`src/rtl/sst_pkg.sv`:
```
package sst_pkg;

   localparam int CMD_W    = 4;
   localparam int KEY_W    = 32;
   localparam int INDEX_W  = 6;
   localparam int VALUE_W  = 32;
   localparam int STATUS_W = 2;
   localparam int COUNT_W  = 7;

   typedef logic [CMD_W-1:0]    cmd_type;
   typedef logic [STATUS_W-1:0] status_type;

   localparam cmd_type CMD_ADD        = 4'd0;
   localparam cmd_type CMD_REMOVE     = 4'd1;
   localparam cmd_type CMD_CONTAINS   = 4'd2;
   localparam cmd_type CMD_POP_MAX    = 4'd3;
   localparam cmd_type CMD_SHIFT_MIN  = 4'd4;
   localparam cmd_type CMD_READ_MAX   = 4'd5;
   localparam cmd_type CMD_READ_MIN   = 4'd6;
   localparam cmd_type CMD_READ_INDEX = 4'd7;
   localparam cmd_type CMD_CLEAR      = 4'd8;

   localparam status_type ST_OK    = 2'd0;
   localparam status_type ST_EMPTY = 2'd1;
   localparam status_type ST_RANGE = 2'd2;
   localparam status_type ST_FULL  = 2'd3;

endpackage

```
`src/rtl/sst_key_ram.sv`:
```
module sst_key_ram #(
   parameter int DEPTH = 64,
   parameter int WIDTH = 32
) (
   input  logic                     clock,
   input  logic                     wr_en,
   input  logic [$clog2(DEPTH)-1:0] wr_addr,
   input  logic [WIDTH-1:0]         wr_data,
   input  logic                     rd_en,
   input  logic [$clog2(DEPTH)-1:0] rd_addr,
   output logic [WIDTH-1:0]         rd_data
);

   logic [WIDTH-1:0] mem [DEPTH];
   logic [WIDTH-1:0] rd_data_ff;

   always_ff @(posedge clock) begin
      if (wr_en) begin
         mem[wr_addr] <= wr_data;
      end
   end

   always_ff @(posedge clock) begin
      if (rd_en) begin
         rd_data_ff <= mem[rd_addr];
      end
   end

   assign rd_data = rd_data_ff;

endmodule

```
`src/rtl/sorted_set_table_unit.sv`:
```
// channel   direction  ports                                        handshake
// req       in         req_command, req_key, req_index              req_valid / req_stall
// rsp       out        rsp_hit, rsp_value, rsp_status, rsp_count    rsp_valid / rsp_stall
//
// one command at a time; req_stall is high from the accepting edge until the result transfers
// lookups: a binary search, each halving step a look state then a compare state on the single
// ram read port; add and remove then move one key per cycle through the same ram
// reads of largest, smallest or by index go through one ram read state, then the result state
// synchronous reset empties the table at once; the key ram itself is not cleared
// a stalled result holds in the output registers until rsp_stall falls
module sorted_set_table_unit
   import sst_pkg::*;
#(
   parameter int CAPACITY  = 64,
   parameter int KEY_WIDTH = 32
) (
   input  logic                clock,
   input  logic                reset,
   input  logic                req_valid,
   output logic                req_stall,
   input  logic [CMD_W-1:0]    req_command,
   input  logic [KEY_W-1:0]    req_key,
   input  logic [INDEX_W-1:0]  req_index,
   output logic                rsp_valid,
   input  logic                rsp_stall,
   output logic                rsp_hit,
   output logic [VALUE_W-1:0]  rsp_value,
   output logic [STATUS_W-1:0] rsp_status,
   output logic [COUNT_W-1:0]  rsp_count
);

   localparam int AW = $clog2(CAPACITY);
   localparam int CW = $clog2(CAPACITY + 1);

   localparam logic [3:0] S_IDLE = 4'd0;
   localparam logic [3:0] S_LOOK = 4'd1;
   localparam logic [3:0] S_CMP  = 4'd2;
   localparam logic [3:0] S_POST = 4'd3;
   localparam logic [3:0] S_UP   = 4'd4;
   localparam logic [3:0] S_PUT  = 4'd5;
   localparam logic [3:0] S_DN   = 4'd6;
   localparam logic [3:0] S_RD   = 4'd7;
   localparam logic [3:0] S_RESP = 4'd8;

   logic [3:0]           state_ff, state_in;
   cmd_type              cmd_ff, cmd_in;
   logic [KEY_WIDTH-1:0] key_ff, key_in;
   logic [CW-1:0]        count_ff, count_in;
   logic [CW-1:0]        lo_ff, lo_in;
   logic [CW-1:0]        hi_ff, hi_in;
   logic [AW-1:0]        mid_ff, mid_in;
   logic [CW-1:0]        pos_ff, pos_in;
   logic                 found_ff, found_in;
   logic [AW-1:0]        src_ff, src_in;
   logic                 hit_ff, hit_in;
   logic [KEY_WIDTH-1:0] val_ff, val_in;
   status_type           status_ff, status_in;

   logic                 wr_en;
   logic [AW-1:0]        wr_addr;
   logic [KEY_WIDTH-1:0] wr_data;
   logic                 rd_en;
   logic [AW-1:0]        rd_addr;
   logic [KEY_WIDTH-1:0] rd_data;

   logic [CW-1:0]        mid_w;
   logic [AW-1:0]        last_addr;
   logic [63:0]          val_wide;
   logic [12:0]          count_wide;

   sst_key_ram #(
      .DEPTH (CAPACITY),
      .WIDTH (KEY_WIDTH)
   ) u_ram (
      .clock   (clock),
      .wr_en   (wr_en),
      .wr_addr (wr_addr),
      .wr_data (wr_data),
      .rd_en   (rd_en),
      .rd_addr (rd_addr),
      .rd_data (rd_data)
   );

   assign mid_w     = lo_ff + ((hi_ff - lo_ff) >> 1);
   assign last_addr = AW'(count_ff - CW'(1));

   always_comb begin
      state_in  = state_ff;
      cmd_in    = cmd_ff;
      key_in    = key_ff;
      count_in  = count_ff;
      lo_in     = lo_ff;
      hi_in     = hi_ff;
      mid_in    = mid_ff;
      pos_in    = pos_ff;
      found_in  = found_ff;
      src_in    = src_ff;
      hit_in    = hit_ff;
      val_in    = val_ff;
      status_in = status_ff;
      wr_en     = 1'b0;
      wr_addr   = '0;
      wr_data   = key_ff;
      rd_en     = 1'b0;
      rd_addr   = '0;

      case (state_ff)
         S_IDLE: begin
            if (req_valid) begin
               cmd_in    = req_command;
               key_in    = KEY_WIDTH'(req_key);
               hit_in    = 1'b0;
               val_in    = '0;
               status_in = ST_OK;
               lo_in     = '0;
               hi_in     = count_ff;
               found_in  = 1'b0;
               state_in  = S_RESP;
               case (req_command)
                  CMD_ADD, CMD_REMOVE, CMD_CONTAINS: begin
                     state_in = S_LOOK;
                  end
                  CMD_POP_MAX, CMD_READ_MAX: begin
                     if (count_ff == '0) begin
                        status_in = ST_EMPTY;
                     end else begin
                        rd_en    = 1'b1;
                        rd_addr  = last_addr;
                        state_in = S_RD;
                     end
                  end
                  CMD_SHIFT_MIN, CMD_READ_MIN: begin
                     if (count_ff == '0) begin
                        status_in = ST_EMPTY;
                     end else begin
                        rd_en    = 1'b1;
                        rd_addr  = '0;
                        state_in = S_RD;
                     end
                  end
                  CMD_READ_INDEX: begin
                     if (13'(req_index) >= 13'(count_ff)) begin
                        status_in = ST_RANGE;
                     end else begin
                        rd_en    = 1'b1;
                        rd_addr  = AW'(req_index);
                        state_in = S_RD;
                     end
                  end
                  CMD_CLEAR: begin
                     count_in = '0;
                  end
                  default: begin
                     state_in = S_RESP;
                  end
               endcase
            end
         end
         S_LOOK: begin
            if (lo_ff < hi_ff) begin
               rd_en    = 1'b1;
               rd_addr  = AW'(mid_w);
               mid_in   = AW'(mid_w);
               state_in = S_CMP;
            end else begin
               pos_in   = lo_ff;
               found_in = 1'b0;
               state_in = S_POST;
            end
         end
         S_CMP: begin
            state_in = S_LOOK;
            if (key_ff > rd_data) begin
               lo_in = CW'(mid_ff) + CW'(1);
            end else if (key_ff < rd_data) begin
               hi_in = CW'(mid_ff);
            end else begin
               found_in = 1'b1;
               pos_in   = CW'(mid_ff);
               state_in = S_POST;
            end
         end
         S_POST: begin
            state_in = S_RESP;
            case (cmd_ff)
               CMD_CONTAINS: begin
                  hit_in = found_ff;
               end
               CMD_ADD: begin
                  if (!found_ff) begin
                     if (count_ff == CW'(CAPACITY)) begin
                        status_in = ST_FULL;
                     end else if (pos_ff == count_ff) begin
                        state_in = S_PUT;
                     end else begin
                        rd_en    = 1'b1;
                        rd_addr  = last_addr;
                        src_in   = last_addr;
                        state_in = S_UP;
                     end
                  end
               end
               CMD_REMOVE: begin
                  if (found_ff) begin
                     hit_in = 1'b1;
                     if (pos_ff + CW'(1) == count_ff) begin
                        count_in = count_ff - CW'(1);
                     end else begin
                        rd_en    = 1'b1;
                        rd_addr  = AW'(pos_ff + CW'(1));
                        src_in   = AW'(pos_ff + CW'(1));
                        state_in = S_DN;
                     end
                  end
               end
               default: begin
                  state_in = S_RESP;
               end
            endcase
         end
         S_UP: begin
            wr_en   = 1'b1;
            wr_addr = src_ff + AW'(1);
            wr_data = rd_data;
            if (CW'(src_ff) == pos_ff) begin
               state_in = S_PUT;
            end else begin
               rd_en   = 1'b1;
               rd_addr = src_ff - AW'(1);
               src_in  = src_ff - AW'(1);
            end
         end
         S_PUT: begin
            wr_en    = 1'b1;
            wr_addr  = AW'(pos_ff);
            wr_data  = key_ff;
            count_in = count_ff + CW'(1);
            hit_in   = 1'b1;
            state_in = S_RESP;
         end
         S_DN: begin
            wr_en   = 1'b1;
            wr_addr = src_ff - AW'(1);
            wr_data = rd_data;
            if (CW'(src_ff) + CW'(1) == count_ff) begin
               count_in = count_ff - CW'(1);
               state_in = S_RESP;
            end else begin
               rd_en   = 1'b1;
               rd_addr = src_ff + AW'(1);
               src_in  = src_ff + AW'(1);
            end
         end
         S_RD: begin
            val_in   = rd_data;
            state_in = S_RESP;
            case (cmd_ff)
               CMD_POP_MAX: begin
                  count_in = count_ff - CW'(1);
               end
               CMD_SHIFT_MIN: begin
                  if (count_ff == CW'(1)) begin
                     count_in = '0;
                  end else begin
                     rd_en    = 1'b1;
                     rd_addr  = AW'(1);
                     src_in   = AW'(1);
                     state_in = S_DN;
                  end
               end
               default: begin
                  state_in = S_RESP;
               end
            endcase
         end
         S_RESP: begin
            if (!rsp_stall) begin
               state_in = S_IDLE;
            end
         end
         default: begin
            state_in = S_IDLE;
         end
      endcase
   end

   always_ff @(posedge clock) begin
      if (reset) begin
         state_ff <= S_IDLE;
         count_ff <= '0;
      end else begin
         state_ff <= state_in;
         count_ff <= count_in;
      end
   end

   always_ff @(posedge clock) begin
      cmd_ff    <= cmd_in;
      key_ff    <= key_in;
      lo_ff     <= lo_in;
      hi_ff     <= hi_in;
      mid_ff    <= mid_in;
      pos_ff    <= pos_in;
      found_ff  <= found_in;
      src_ff    <= src_in;
      hit_ff    <= hit_in;
      val_ff    <= val_in;
      status_ff <= status_in;
   end

   assign val_wide   = 64'(val_ff);
   assign count_wide = 13'(count_ff);

   assign req_stall  = (state_ff != S_IDLE);
   assign rsp_valid  = (state_ff == S_RESP);
   assign rsp_hit    = hit_ff;
   assign rsp_value  = val_wide[VALUE_W-1:0];
   assign rsp_status = status_ff;
   assign rsp_count  = count_wide[COUNT_W-1:0];

`ifndef ASSERT_OFF
   a_count_bound: assert property (@(posedge clock) disable iff (reset)
      count_ff <= CW'(CAPACITY))
      else $error("key count beyond capacity");

   a_search_window: assert property (@(posedge clock) disable iff (reset)
      (state_ff == S_LOOK) |-> (lo_ff <= hi_ff) && (hi_ff <= count_ff))
      else $error("search window outside held keys");

   a_full_only_at_capacity: assert property (@(posedge clock) disable iff (reset)
      rsp_valid && (status_ff == ST_FULL) |-> (count_ff == CW'(CAPACITY)))
      else $error("full status below capacity");

   a_hit_means_ok: assert property (@(posedge clock) disable iff (reset)
      rsp_valid && hit_ff |-> (status_ff == ST_OK) && (val_ff == '0))
      else $error("hit together with error or value");

   a_add_grows_by_one: assert property (@(posedge clock) disable iff (reset)
      (state_ff == S_PUT) |=> (count_ff == $past(count_ff) + CW'(1)))
      else $error("insert did not grow the count by one");
`endif

endmodule
```
`config.mk`:
```
export PLATFORM = sky130hd
export DESIGN_NAME = sorted_set_table_unit
export DESIGN_NICKNAME = d
export VERILOG_FILES = /design/src/rtl/sst_pkg.sv /design/src/rtl/sst_key_ram.sv /design/src/rtl/sorted_set_table_unit.sv
export SDC_FILE = /design/constraint.sdc
export NUM_CORES = 2
export LEC_CHECK = 0
export BUFFER_PORTS_ARGS = -buffer_cell sky130_fd_sc_hd__buf_2
export CORE_MARGIN = 3
export CORE_UTILIZATION = 65
export CTS_BUF_LIST = sky130_fd_sc_hd__clkbuf_16
export DETAILED_ROUTE_END_ITERATION = 16
export HOLD_SLACK_MARGIN = 0.12
export PLACE_DENSITY = 0.78
export SYNTH_ARGS = -nofsm -noshare
export SYNTH_HDL_FRONTEND = slang
export SYNTH_SLANG_ARGS = --single-unit
```
`constraint.sdc`:
```
create_clock -name clock -period 9.3 [get_ports clock]
set_input_delay 2.325 -clock clock [delete_from_list [all_inputs] [get_ports clock]]
set_output_delay 2.325 -clock clock [all_outputs]
set_load 0.02 [all_outputs]
```
==> summary.md <==
| Metric | Value |
|---|---|
| Run status | `finished, final reports clean` |
| Number of library cell types mapped by synthesis | `99` |
| CP max-delay cell | `sky130_fd_sc_hd__a2111oi_0` |
| WP buf/inv | `3` |
| Overall via count from detail_route | `57520` |
| Most common cell after layout, fill and taps aside | `sky130_fd_sc_hd__edfxtp_1` |
| Worst path arrival time | `7.64 ns` |
| CP max stage delay | `1.12 ns` |
| Total wire length | `256 mm` |
| DRC violation count after routing | `0` |
| Number of synthesized register bits | `2196` |
| Data required time at the worst endpoint | `10.01 ns` |
| Cell area after technology mapping | `89000 sq um` |
| Crit Reg-Reg Startpoint | `lo_ff[1]` |
| Share of the yosys chip area belonging to registers | `0.740` |
| CTS H-tree depth | `4` |
| Initial antenna violation count | `19` |
| Clock tree root driver cell | `sky130_fd_sc_hd__clkbuf_16` |
| Die extent in y | `376 um` |
| Wire per inst | `30.8 um` |
| Final TNS setup | `0 ns` |
| Count of endpoints failing hold in the final timing report | `0` |
| Initial cell density of the core | `0.656` |
| Syn_area_per_cell | `14.2 sq um` |
| Overall routing resource usage | `0.360` |
| Critical-path maximum fanout | `50` |
| Async set-reset flop share out of synthesis | `0` |
| TritonCTS clock tree | `yes` |
| Pin slew with the least headroom to its limit | `1.42 ns` |
| Dominant synthesized flop cell | `sky130_fd_sc_hd__edfxtp_1` |
| Count of hold buffers inserted by post-cts repair | `0` |
| Cts repair resizes | `0` |
| Sink count of the clock tree | `2196` |
| Total number of placement rows | `135` |
| Kind of cell adding the most delay to the critical path | `compound AO/OA/AOI/OAI gates` |
| Fraction of layout cells with a size suffix above 1 | `0.112` |
| Max Slew Vio Count | `0` |
| Area of combinational cells with multiple inputs | `22000 sq um` |
| Final setup violating endpoints | `0` |
| Maximum vdd ir drop | `0.174 mV` |
| Die Wd | `376 um` |
| First-pass GRT wire length | `369 mm` |
| Count of buffers inserted at the top-level ports | `89` |
| Number of top-level pins | `90` |
| Detailed Route Iter0 Violations | `9886` |
| TritonCTS buffer count | `208` |
| Final-stage net count | `6476` |
| Worst hold-check path type | `reg2reg` |
| Synth warnings | `0` |
| RSZ-0062 raised after global routing | `false` |
| Global placement routability congestion | `0.939` |
| Headroom to the max-slew limit | `0.0505` |
| Cell type with the highest occurrence count on the critical path | `sky130_fd_sc_hd__buf_4` |
| Leakage power total | `35.3 nW` |
| Post-CTS setup-driven buffer insertion count | `0` |
| Share of the cycle needed by the critical path after routing | `0.745` |
| Category of the worst setup path launch point | `input pin` |
| Reported max-cap violation count | `0` |
| Sequential Area | `65800 sq um` |
| Setup Crit Path Kind | `in2reg` |
| Vias per inst | `6.90` |
| Gr ovfl total | `0` |
| Commonest cells after routing, fill and taps aside | `sky130_fd_sc_hd__edfxtp_1 (2185), sky130_fd_sc_hd__nand2_1 (1424), sky130_fd_sc_hd__nand3_1 (454)` |
| Area enclosed by the die boundary | `141000 sq um` |
| Skew final | `0.0577 ns` |
| FMAX | `144 MHz` |
| Number of routed nets with antenna violations | `0` |
| Total power per unit cell area | `231 nW/um^2` |
| Total Power | `22.8 mW` |
| Clock network latency to the later pin of the worst-skew pair | `0.85 ns` |
| DP Cell Count | `7941` |
| Core Region | `136000 sq um` |
| Final Core Density | `0.730` |
| Via count of the first global-routing pass | `55108` |
| Number of nets produced by synthesis | `6357` |
| Cell chain of the critical path | `buf_2 > ha_1 > o21a_1 > nand4_1 > o221a_2 > a2111oi_2 > and2_4 > buf_4 > buf_4 > mux2i_1 > a2111oi_0 > and4b_1` |
| Count of flip-flops with a built-in enable after synthesis | `2185` |
| Largest net degree at the start of global routing | `139` |
| Filler Cell Count | `8017` |
| Maximum buffer depth of the clock tree | `3` |
| Nature of the critical path endpoint | `flop` |
| Final worst hold slack | `0.649 ns` |
| First-pass iteration count of the detailed router | `7` |
| Mapped Cells | `6252` |
| Min cycle time layout | `6.93 ns` |
| Final cell count without fillers | `8336` |
| Detail Placement HPWL | `143 mm` |
| Worst setup startpoint | `req_index[3]` |
| Post-CTS clock slew at the launch and capture registers of the worst setup and hold paths | `0.07 ns` |
| Launch point of the worst hold path | `mid_ff[5]` |
| Area growth syn-to-layout | `11.2%` |
-- report_power, final --
part           total [mW]  internal, mW  switching, mW
Combinational        3.04         0.753           2.28
Sequential           11.6          11.5          0.116
Clock                8.21          4.53           3.68
-- final cells by class --
class	count	area share
Antenna cell	6	0.000152
Tap cell	1781	0.0225
Sequential cell	2196	0.665
Inverter	65	0.00246
Clock inverter	178	0.0137
Multi-Input combinational cell	3623	0.223
Timing Repair Buffer	277	0.0204
Clock buffer	210	0.0531
-- sequential cells by signal, indices dropped and copies added (netlist names) --
name / count
rsp_status: 2
hi_ff: 7
rsp_hit: 1
pos_ff: 7
found_ff: 1
state_ff: 4
cmd_ff: 4
u_ram.rd_data: 32
rsp_count: 7
key_ff: 32
rsp_value: 32
lo_ff: 7
u_ram.mem: 2048
mid_ff: 6
src_ff: 6
-- synthesized netlist by cell type (all sizes together), types with 25 or more instances --
master | n | share of area
a21oi | 160 | 0.0090
a32oi | 205 | 0.020
inv | 64 | 0.0027
nand3 | 455 | 0.026
nor3 | 62 | 0.0041
mux2i | 379 | 0.043
xor2 | 25 | 0.0025
nand4 | 57 | 0.0041
nand2 | 1429 | 0.060
a21o | 39 | 0.0033
a41oi | 28 | 0.0028
clkbuf | 129 | 0.0054
a31oi | 36 | 0.0025
o22ai | 39 | 0.0027
buf | 239 | 0.015
edfxtp | 2185 | 0.74
o21ai | 94 | 0.0053
ha | 57 | 0.0080
nor2 | 189 | 0.0080
xnor2 | 29 | 0.0029
-- kinds of logic (layout without fill, tap and decap cells) --
family	after synthesis	in the layout	share of synthesized area
AND/OR/NAND/NOR	2355	2355	0.117
flip-flops	2196	2196	0.740
AO/OA/AOI/OAI	771	771	0.0630
buffers and inverters	433	730	0.0236
multiplexers	382	382	0.0430
adder cells (fa/ha/maj)	59	59	0.00846
XOR/XNOR	56	56	0.00582
other	0	6	0
-- layer usage --
metal  global-route usage  vias to the layer above  wire length [um]
met1                0.494                    28120             89200
met5                    0                        -               253
li1                     -                    23899                 -
met3                0.101                      838             38700
met2                0.536                     4645            113000
met4                0.184                       18             14900
-- worst reg2reg max path, delay by kind of cell (launching register included) --
family	cells	cell delay [ns]
AND/OR/NAND/NOR	9	3.93
AO/OA/AOI/OAI	4	1.19
adder cells (fa/ha/maj)	2	0.57
flip-flops	1	0.39
buffers and inverters	1	0.22
XOR/XNOR	1	0.16
-- metrics by stage --
stage                     setup WS (ns)  area [sq um]
after floorplan                    3.90         89000
after global placement             1.02         92300
after detailed placement           1.85         92400
after CTS                          2.74         99000
after global routing               2.24         99000
final                              2.37         99000
-- final timing paths --
check / end / slack, ns / cells past startpoint
setup / recovery: u_ram.rd_data[10] / 2.37 / 12
hold / removal: lo_ff[5] / 0.65 / 2
setup reg to reg: u_ram.rd_data[31] / 2.60 / 17
hold reg to reg: lo_ff[5] / 0.65 / 2
Power figures use the tool's default switching activity.
